## config.mk

```make
export PLATFORM = sky130hd
export DESIGN_NAME = i2c_register_access_master
export DESIGN_NICKNAME = d
export VERILOG_FILES = /design/src/i2cra_pkg.sv /design/src/i2c_register_access_master.sv
export SDC_FILE = /design/constraint.sdc
export NUM_CORES = 1
export LEC_CHECK = 0
export ABC_AREA = 1
export BUFFER_PORTS_ARGS = -buffer_cell sky130_fd_sc_hd__buf_2
export CORE_MARGIN = 10
export CORE_UTILIZATION = 51
export DETAILED_ROUTE_END_ITERATION = 12
export PLACE_DENSITY = 0.77
export REMOVE_ABC_BUFFERS = 1
export SLEW_MARGIN = 20
export SYNTH_ARGS = -nofsm -noshare
export SYNTH_HDL_FRONTEND = slang
export SYNTH_SLANG_ARGS = --single-unit
```

## constraint.sdc

```tcl
create_clock -name clk -period 2.95 [get_ports clk]
set_input_delay 0.7375 -clock clk [delete_from_list [all_inputs] [get_ports clk]]
set_output_delay 0.7375 -clock clk [all_outputs]
set_load 0.02 [all_outputs]
```

## src/i2cra_pkg.sv

```systemverilog
// shared types and constants for the i2c register access master
`timescale 1ns / 1ps

package i2cra_pkg;

  localparam logic [1:0] OP_TICK  = 2'd0;
  localparam logic [1:0] OP_WRITE = 2'd1;
  localparam logic [1:0] OP_READ  = 2'd2;

  localparam logic [1:0] REG_SLAVE_ADDR  = 2'd0;
  localparam logic [1:0] REG_ACK_TIMEOUT = 2'd1;
  localparam logic [1:0] REG_HALF_BIT    = 2'd2;

  localparam logic [6:0]  SLAVE_ADDR_RST  = 7'd115;
  localparam logic [7:0]  ACK_TIMEOUT_RST = 8'd250;
  localparam logic [15:0] HALF_BIT_RST    = 16'd1;

  typedef struct packed {
    logic [1:0] op;
    logic [7:0] target_reg;
    logic [7:0] write_data;
    logic [7:0] read_length;
    logic       sda_in;
  } in_item_t;

  typedef struct packed {
    logic       scl_level;
    logic       sda_level;
    logic       sda_released;
    logic       byte_valid;
    logic [7:0] read_byte;
    logic       last_byte;
    logic       done_res;
    logic       status;
    logic       busy_res;
  } out_item_t;

endpackage

```

## src/i2c_register_access_master.sv

```systemverilog
// i2c register access master: one bus time quantum per input transfer
//
//   channel   direction  handshake                 payload
//   in_       input      in_valid / in_ready       in_item_t (op, addresses, sda sample)
//   out_      output     out_valid / out_ready     out_item_t (bus drive, byte, done)
//   apb       input      psel / penable / pwrite   paddr, pwdata, prdata
//
// one quantum per clock: the bus state machine and its counters update in the
// same cycle the transfer is accepted, and the result lands in the output register
// a new quantum is taken whenever the output register is empty or being drained
// an output stall holds the result and blocks input until it is taken
// reset (rst_n low, synchronous) puts the bus idle and loads the register defaults
`timescale 1ns / 1ps

module i2c_register_access_master import i2cra_pkg::*; (
  input  logic        clk,
  input  logic        rst_n,
  input  logic        in_valid,
  output logic        in_ready,
  input  in_item_t    in_data,
  output logic        out_valid,
  input  logic        out_ready,
  output out_item_t   out_data,
  input  logic        psel,
  input  logic        penable,
  input  logic        pwrite,
  input  logic [3:0]  paddr,
  input  logic [31:0] pwdata,
  output logic [31:0] prdata,
  output logic        pready
);

  localparam logic [3:0] PH_IDLE     = 4'd0;
  localparam logic [3:0] PH_ST_HI    = 4'd1;
  localparam logic [3:0] PH_ST_LO    = 4'd2;
  localparam logic [3:0] PH_RS_PRE   = 4'd3;
  localparam logic [3:0] PH_TX_L     = 4'd4;
  localparam logic [3:0] PH_TX_H     = 4'd5;
  localparam logic [3:0] PH_ACK_L    = 4'd6;
  localparam logic [3:0] PH_ACK_H    = 4'd7;
  localparam logic [3:0] PH_ACK_POLL = 4'd8;
  localparam logic [3:0] PH_RX_L     = 4'd9;
  localparam logic [3:0] PH_RX_H     = 4'd10;
  localparam logic [3:0] PH_MA_L     = 4'd11;
  localparam logic [3:0] PH_MA_H     = 4'd12;
  localparam logic [3:0] PH_SP_L     = 4'd13;
  localparam logic [3:0] PH_SP_M     = 4'd14;
  localparam logic [3:0] PH_SP_H     = 4'd15;

  localparam logic [1:0] STG_ADDR = 2'd0;
  localparam logic [1:0] STG_REG  = 2'd1;
  localparam logic [1:0] STG_DATA = 2'd2;
  localparam logic [1:0] STG_RX   = 2'd3;

  logic [6:0]  slave_addr_r;
  logic [7:0]  ack_timeout_r;
  logic [15:0] half_bit_r;

  logic [3:0]  phase_r, phase_nxt;
  logic [3:0]  bit_count_r, bit_count_nxt;
  logic [7:0]  shift_r, shift_nxt;
  logic [7:0]  bytes_left_r, bytes_left_nxt;
  logic [7:0]  wait_count_r, wait_count_nxt;
  logic [15:0] qcount_r, qcount_nxt;
  logic        lat_write_r, lat_write_nxt;
  logic [7:0]  lat_reg_r, lat_reg_nxt;
  logic [7:0]  lat_data_r, lat_data_nxt;
  logic [1:0]  stage_r, stage_nxt;
  logic        addr_err_r, addr_err_nxt;

  logic        out_valid_r;
  out_item_t   out_r, out_nxt;

  logic        in_accept;
  logic        cfg_write;
  logic [15:0] half_bit_eff;
  logic [15:0] qcount_inc;
  logic        slot_end;
  logic [3:0]  bit_inc;
  logic [7:0]  rx_shift;
  logic [7:0]  bytes_dec;
  logic        ack_timed_out;

  assign in_ready  = !out_valid_r || out_ready;
  assign in_accept = in_valid && in_ready;
  assign out_valid = out_valid_r;
  assign out_data  = out_r;
  assign pready    = 1'b1;
  assign cfg_write = psel && penable && pwrite;

  // configuration registers
  always_ff @(posedge clk) begin
    if (!rst_n) begin
      slave_addr_r  <= SLAVE_ADDR_RST;
      ack_timeout_r <= ACK_TIMEOUT_RST;
      half_bit_r    <= HALF_BIT_RST;
    end else if (cfg_write) begin
      case (paddr[3:2])
        REG_SLAVE_ADDR:  slave_addr_r  <= pwdata[6:0];
        REG_ACK_TIMEOUT: ack_timeout_r <= pwdata[7:0];
        REG_HALF_BIT:    half_bit_r    <= pwdata[15:0];
        default: ;
      endcase
    end
  end

  always_comb begin
    case (paddr[3:2])
      REG_SLAVE_ADDR:  prdata = {25'd0, slave_addr_r};
      REG_ACK_TIMEOUT: prdata = {24'd0, ack_timeout_r};
      REG_HALF_BIT:    prdata = {16'd0, half_bit_r};
      default:         prdata = 32'd0;
    endcase
  end

  assign half_bit_eff  = (half_bit_r == 16'd0) ? 16'd1 : half_bit_r;
  assign qcount_inc    = qcount_r + 16'd1;
  assign slot_end      = qcount_inc >= half_bit_eff;
  assign bit_inc       = bit_count_r + 4'd1;
  assign rx_shift      = {shift_r[6:0], in_data.sda_in};
  assign bytes_dec     = bytes_left_r - 8'd1;
  assign ack_timed_out = wait_count_r >= ack_timeout_r;

  // bus drive for the current phase, plus the next phase and counter values
  always_comb begin
    out_nxt = '0;
    out_nxt.scl_level = 1'b1;
    out_nxt.sda_level = 1'b1;
    out_nxt.busy_res  = 1'b1;
    case (phase_r)
      PH_IDLE:     out_nxt.busy_res = 1'b0;
      PH_ST_LO:    out_nxt.sda_level = 1'b0;
      PH_RS_PRE:   out_nxt.scl_level = 1'b0;
      PH_TX_L: begin
        out_nxt.scl_level = 1'b0;
        out_nxt.sda_level = shift_r[7];
      end
      PH_TX_H:     out_nxt.sda_level = shift_r[7];
      PH_ACK_L, PH_RX_L: begin
        out_nxt.scl_level    = 1'b0;
        out_nxt.sda_released = 1'b1;
      end
      PH_ACK_H, PH_ACK_POLL, PH_RX_H: out_nxt.sda_released = 1'b1;
      PH_MA_L: begin
        out_nxt.scl_level = 1'b0;
        out_nxt.sda_level = (bytes_left_r == 8'd1);
      end
      PH_MA_H:     out_nxt.sda_level = (bytes_left_r == 8'd1);
      PH_SP_L: begin
        out_nxt.scl_level = 1'b0;
        out_nxt.sda_level = 1'b0;
      end
      PH_SP_M:     out_nxt.sda_level = 1'b0;
      default: ;
    endcase

    phase_nxt      = phase_r;
    bit_count_nxt  = bit_count_r;
    shift_nxt      = shift_r;
    bytes_left_nxt = bytes_left_r;
    wait_count_nxt = wait_count_r;
    qcount_nxt     = slot_end ? 16'd0 : qcount_inc;
    lat_write_nxt  = lat_write_r;
    lat_reg_nxt    = lat_reg_r;
    lat_data_nxt   = lat_data_r;
    stage_nxt      = stage_r;
    addr_err_nxt   = addr_err_r;

    case (phase_r)
      PH_IDLE: begin
        qcount_nxt = qcount_r;
        if (in_data.op == OP_WRITE || in_data.op == OP_READ) begin
          lat_write_nxt  = (in_data.op == OP_WRITE);
          lat_reg_nxt    = in_data.target_reg;
          lat_data_nxt   = in_data.write_data;
          bytes_left_nxt = in_data.read_length;
          stage_nxt      = STG_ADDR;
          addr_err_nxt   = 1'b0;
          phase_nxt      = PH_ST_HI;
          qcount_nxt     = 16'd0;
        end
      end
      PH_ST_HI: if (slot_end) phase_nxt = PH_ST_LO;
      PH_ST_LO: if (slot_end) begin
        shift_nxt     = {slave_addr_r, stage_r == STG_RX};
        bit_count_nxt = 4'd0;
        phase_nxt     = PH_TX_L;
      end
      PH_RS_PRE: if (slot_end) begin
        stage_nxt = STG_RX;
        phase_nxt = PH_ST_HI;
      end
      PH_TX_L:  if (slot_end) phase_nxt = PH_TX_H;
      PH_TX_H: if (slot_end) begin
        shift_nxt     = {shift_r[6:0], 1'b0};
        bit_count_nxt = bit_inc;
        if (bit_inc >= 4'd8) begin
          wait_count_nxt = 8'd0;
          phase_nxt      = PH_ACK_L;
        end else begin
          phase_nxt = PH_TX_L;
        end
      end
      PH_ACK_L: if (slot_end) phase_nxt = PH_ACK_H;
      PH_ACK_H: if (slot_end) phase_nxt = PH_ACK_POLL;
      PH_ACK_POLL: begin
        qcount_nxt = qcount_r;
        if (!in_data.sda_in || (ack_timed_out && stage_r != STG_ADDR)) begin
          // acknowledge seen, or a timeout that does not abort
          qcount_nxt = 16'd0;
          case (stage_r)
            STG_ADDR: begin
              stage_nxt     = STG_REG;
              shift_nxt     = lat_reg_r;
              bit_count_nxt = 4'd0;
              phase_nxt     = PH_TX_L;
            end
            STG_REG: begin
              if (lat_write_r) begin
                stage_nxt     = STG_DATA;
                shift_nxt     = lat_data_r;
                bit_count_nxt = 4'd0;
                phase_nxt     = PH_TX_L;
              end else begin
                phase_nxt = PH_RS_PRE;
              end
            end
            STG_DATA: phase_nxt = PH_SP_L;
            default: begin
              if (bytes_left_r == 8'd0) begin
                phase_nxt = PH_SP_L;
              end else begin
                shift_nxt     = 8'd0;
                bit_count_nxt = 4'd0;
                phase_nxt     = PH_RX_L;
              end
            end
          endcase
        end else if (ack_timed_out) begin
          addr_err_nxt = 1'b1;
          phase_nxt    = PH_SP_L;
          qcount_nxt   = 16'd0;
        end else begin
          wait_count_nxt = wait_count_r + 8'd1;
        end
      end
      PH_RX_L: if (slot_end) phase_nxt = PH_RX_H;
      PH_RX_H: if (slot_end) begin
        shift_nxt     = rx_shift;
        bit_count_nxt = bit_inc;
        if (bit_inc >= 4'd8) begin
          out_nxt.byte_valid = 1'b1;
          out_nxt.read_byte  = rx_shift;
          out_nxt.last_byte  = (bytes_left_r == 8'd1);
          phase_nxt          = PH_MA_L;
        end else begin
          phase_nxt = PH_RX_L;
        end
      end
      PH_MA_L: if (slot_end) phase_nxt = PH_MA_H;
      PH_MA_H: if (slot_end) begin
        bytes_left_nxt = bytes_dec;
        if (bytes_dec == 8'd0) begin
          phase_nxt = PH_SP_L;
        end else begin
          shift_nxt     = 8'd0;
          bit_count_nxt = 4'd0;
          phase_nxt     = PH_RX_L;
        end
      end
      PH_SP_L: if (slot_end) phase_nxt = PH_SP_M;
      PH_SP_M: if (slot_end) phase_nxt = PH_SP_H;
      PH_SP_H: if (slot_end) begin
        out_nxt.done_res = 1'b1;
        out_nxt.status   = addr_err_r;
        phase_nxt        = PH_IDLE;
      end
      default: begin
        phase_nxt  = PH_IDLE;
        qcount_nxt = 16'd0;
      end
    endcase
  end

  always_ff @(posedge clk) begin
    if (!rst_n) begin
      phase_r      <= PH_IDLE;
      bit_count_r  <= 4'd0;
      shift_r      <= 8'd0;
      bytes_left_r <= 8'd0;
      wait_count_r <= 8'd0;
      qcount_r     <= 16'd0;
      lat_write_r  <= 1'b0;
      lat_reg_r    <= 8'd0;
      lat_data_r   <= 8'd0;
      stage_r      <= STG_ADDR;
      addr_err_r   <= 1'b0;
      out_valid_r  <= 1'b0;
    end else begin
      if (in_accept) begin
        phase_r      <= phase_nxt;
        bit_count_r  <= bit_count_nxt;
        shift_r      <= shift_nxt;
        bytes_left_r <= bytes_left_nxt;
        wait_count_r <= wait_count_nxt;
        qcount_r     <= qcount_nxt;
        lat_write_r  <= lat_write_nxt;
        lat_reg_r    <= lat_reg_nxt;
        lat_data_r   <= lat_data_nxt;
        stage_r      <= stage_nxt;
        addr_err_r   <= addr_err_nxt;
        out_valid_r  <= 1'b1;
      end else if (out_ready) begin
        out_valid_r <= 1'b0;
      end
    end
  end

  always_ff @(posedge clk) begin
    if (in_accept) begin
      out_r <= out_nxt;
    end
  end

  a_done_busy: assert property (@(posedge clk) disable iff (!rst_n)
    out_valid_r && out_r.done_res |-> out_r.busy_res)
    else $error("done reported outside a transaction");

  a_byte_released: assert property (@(posedge clk) disable iff (!rst_n)
    out_valid_r && out_r.byte_valid |-> out_r.sda_released && !out_r.done_res)
    else $error("received byte while sda driven");

  a_status_done: assert property (@(posedge clk) disable iff (!rst_n)
    out_valid_r && out_r.status |-> out_r.done_res)
    else $error("status without done");

  a_start: assert property (@(posedge clk) disable iff (!rst_n)
    in_accept && phase_r == PH_IDLE && (in_data.op == OP_WRITE || in_data.op == OP_READ)
    |=> phase_r == PH_ST_HI && qcount_r == 16'd0)
    else $error("start not entered");

  a_hold: assert property (@(posedge clk) disable iff (!rst_n)
    !in_accept |=> $stable(phase_r) && $stable(qcount_r))
    else $error("state moved without a transfer");

endmodule

```

==> impl_metrics.env <==
export IMPL_totalWireLength_mm=18.06
export IMPL_setup_viol=0
export IMPL_p_switching_w=0.001241
export IMPL_yosysTopAreaCell="dfxtp_1"
export IMPL_ys_ff_latch=116
export IMPL_cts_buffers=17
export IMPL_r2r_cells=19
export IMPL_synthTopCellsByArea="dfxtp_1 (30%), nand2_1 (9.8%), nor2_1 (7.9%)"
export IMPL_grt_pass1_wl_mm=28.91
export IMPL_vias_per_cell=5.301
export IMPL_hold_depth=2
export IMPL_rows=41
export IMPL_yosys_warnings=0
export IMPL_antenna_found_initial=0
export IMPL_slew_headroom_pct=51.72
export IMPL_place_congestion=0.9725
export IMPL_ios=121
export IMPL_grt_max_degree=56
export IMPL_leakagePower_nw=3.730
export IMPL_yosysTopAreaCellShare_pct=30.04
export IMPL_fin_crit_sh_pct=99.66
export IMPL_pwr_density_cell_nw_per_um2=541.0
export IMPL_syn_area_sq_um=6664
export IMPL_p_int_w=0.003209
export IMPL_ys_types=42
export IMPL_grt_usage_pct=19.37
export IMPL_crit_arrival_ps=3230
export IMPL_htreeDepth=4
export IMPL_ys_seq_area_share_pct=37.25
export IMPL_design_area_sq_um=8225
export IMPL_ir_worst_vdd_v=0.0004303
export IMPL_p_seq_share_pct=38.8
export IMPL_worstPathMaxFanout=7
export IMPL_clkSinkCount=116
export IMPL_drc=0
export IMPL_finalMaxSlewViolations=0
export IMPL_cts_tree="done"
export IMPL_skew_ps=9.204
export IMPL_grt_overflow=0
export IMPL_cp_end_kind="flop"
export IMPL_dr_pass1_iters=5
export IMPL_p_clk_share_pct=47.5
export IMPL_p_comb_share_pct=13.7
export IMPL_die_x_microns=134.3
export IMPL_maxCapViolations=0
export IMPL_drive_above_1_share_pct=22.05
export IMPL_clk_latency_ps=420
export IMPL_syn_avg_cell_area_sq_um=7.120
export IMPL_antenna_left=0
export IMPL_clock_path_buffers=2
export IMPL_hold_path_class="reg2reg"
export IMPL_wire_per_inst_microns=14.65
export IMPL_whs_ps=457.3
export IMPL_mostFrequentLayoutCells="nand2_1 (168), nor2_1 (126), inv_1 (111)"
export IMPL_rsz0062_at_grt="yes"
export IMPL_hold_viol_final=0
export IMPL_fin_nets=1148
export IMPL_mostFrequentLayoutCell="nand2_1"
export IMPL_dieHeight_microns=134.3
export IMPL_critPathKind="reg2reg"
export IMPL_core_sq_um=12720
export IMPL_r2r_setup_slack_ps=10
export IMPL_synthToLayoutAreaGrowth_pct=23.43
export IMPL_grt_pass1_vias=6138
export IMPL_fp_dieArea_sq_um=18040
export IMPL_status="completed"
export IMPL_hpwlAfterDp_mm=12.74
export IMPL_port_buffers=85
export IMPL_worst_pin_slew_ps=723.4
export IMPL_holdBufCountCts=0
export IMPL_synth_cells=936
export IMPL_post_dp_cell_area_sq_um=7375
export IMPL_clk_pin_slew_ps=60
export IMPL_fmax_ghz=0.3401
export IMPL_crit_path_start_kind="flop"
export IMPL_crit_required_ps=3240
export IMPL_start_util_pct=52.38
export IMPL_diodes=0
export IMPL_drt_iter0_markers=499
export IMPL_cts_root_buf="clkbuf_16"
export IMPL_fin_crit_ps=2940
export IMPL_vias=6536
export IMPL_switching_share_pct=27.89
==> flip-flops by register name, indices dropped and copies added (netlist names) <==
register / flops
ack_timeout_r: 8
addr_err_r: 1
bit_count_r: 4
bytes_left_r: 8
half_bit_r: 16
lat_data_r: 8
lat_reg_r: 8
lat_write_r: 1
out_data: 16
out_valid: 1
phase_r: 4
qcount_r: 16
shift_r: 8
slave_addr_r: 7
stage_r: 2
wait_count_r: 8
==> layer usage <==
layer  share of wire (%)  GRT usage (%)
met1                  44          23.68
met5                   0              0
met2                  48          31.67
met4                 2.7          7.739
met3                 5.4          5.078
==> power groups by stage <==
stage,Sequential [W],Clock [W],Combinational (W)
floorplan,0.00176,0,0.000369
global placement,0.00176,0,0.000568
detailed placement,0.00176,0,0.000577
CTS,0.00173,0.00212,0.000594
global route,0.00173,0.00220,0.000683
finish,0.00173,0.00211,0.000611
==> logic make-up (layout without fill, tap and decap cells) <==
family,count (synthesis),count (layout),share of synthesized area (%)
buf+inv,168,278,11.06
flops,116,116,37.25
xor+xnor,23,23,3.023
other cells,2,17,0.1127
compound gates,171,171,14.29
simple gates,426,426,28.63
fa+ha+maj,30,30,5.633
==> Yosys cell counts (all sizes together) <==
| cell type | n |
|---|---|
| a31oi | 5 |
| buf | 29 |
| conb | 2 |
| nor2 | 152 |
| nand3b | 3 |
| a2111oi | 1 |
| clkbuf | 15 |
| xnor2 | 7 |
| a22oi | 2 |
| xor2 | 16 |
| dfxtp | 100 |
| nor3b | 3 |
| o22ai | 3 |
| o21ai | 61 |
| ha | 30 |
| o41ai | 1 |
| a31o | 1 |
| or2 | 1 |
| nor4 | 1 |
| a21oi | 77 |
| o211ai | 10 |
| nand2 | 184 |
| nand4 | 28 |
| nand3 | 49 |
| inv | 121 |
| edfxtp | 16 |
| clkinv | 3 |
| o221ai | 9 |
| nor3 | 5 |
| a221oi | 1 |
==> critical path, cell delays in order (launching register included) <==
cell	delay (ps)
dfxtp_4	370
ha_4	160
nand2_4	60
nor2_4	120
nand3_2	130
nor2_4	130
nand4_1	160
xor2_2	270
ha_1	280
nand2_1	60
o21ai_1	80
nor2_2	250
nand3_2	160
nand2_2	120
inv_2	60
nand3_4	150
buf_6	140
nand2_1	40
nand2_1	50
nor2_1	30
==> worst paths after layout <==
path | endpoint | startpoint
hold reg to reg | lat_data_r[4]$_SDFFE_PN0P_ | lat_data_r[4]$_SDFFE_PN0P_
setup / recovery | bit_count_r[1]$_SDFFE_PN0P_ | qcount_r[1]$_SDFFE_PN0P_
hold / removal | lat_data_r[4]$_SDFFE_PN0P_ | lat_data_r[4]$_SDFFE_PN0P_
setup reg to reg | bit_count_r[1]$_SDFFE_PN0P_ | qcount_r[1]$_SDFFE_PN0P_
==> final cells by class <==
class / instances / area [sq um]
fill: 1135 / 4497
multi-input combinational: 667 / 3687
sequential: 116 / 2494
timing repair buffer: 122 / 750.7
inverter: 124 / 474.2
clock buffer: 17 / 425.4
tap: 172 / 215.2
clock inverter: 15 / 178.9
==> through the flow <==
stage	total power [W]	cells	utilization (%)	setup WS, ps	TNS (ps)
floorplan	0.002131	907	-	-235.6	-958.4
global placement	0.002324	1198	57.97	-100.1	-3288
detailed placement	0.002335	1198	57.97	-178.8	-6355
CTS	0.004445	1230	63.23	24.12	0
global route	0.004617	1233	64.65	-139.2	-2949
finish	0.004450	1233	64.65	9.962	0
==> what timing repair did <==
item                                    in CTS  in global routing
gates resized for setup                     19                 46
gates cloned                                 0                  0
pin swaps                                    6                 28
endpoints found under the setup margin      61                 62
buffers inserted                             0                  3
(Power assumes the default switching activity.)
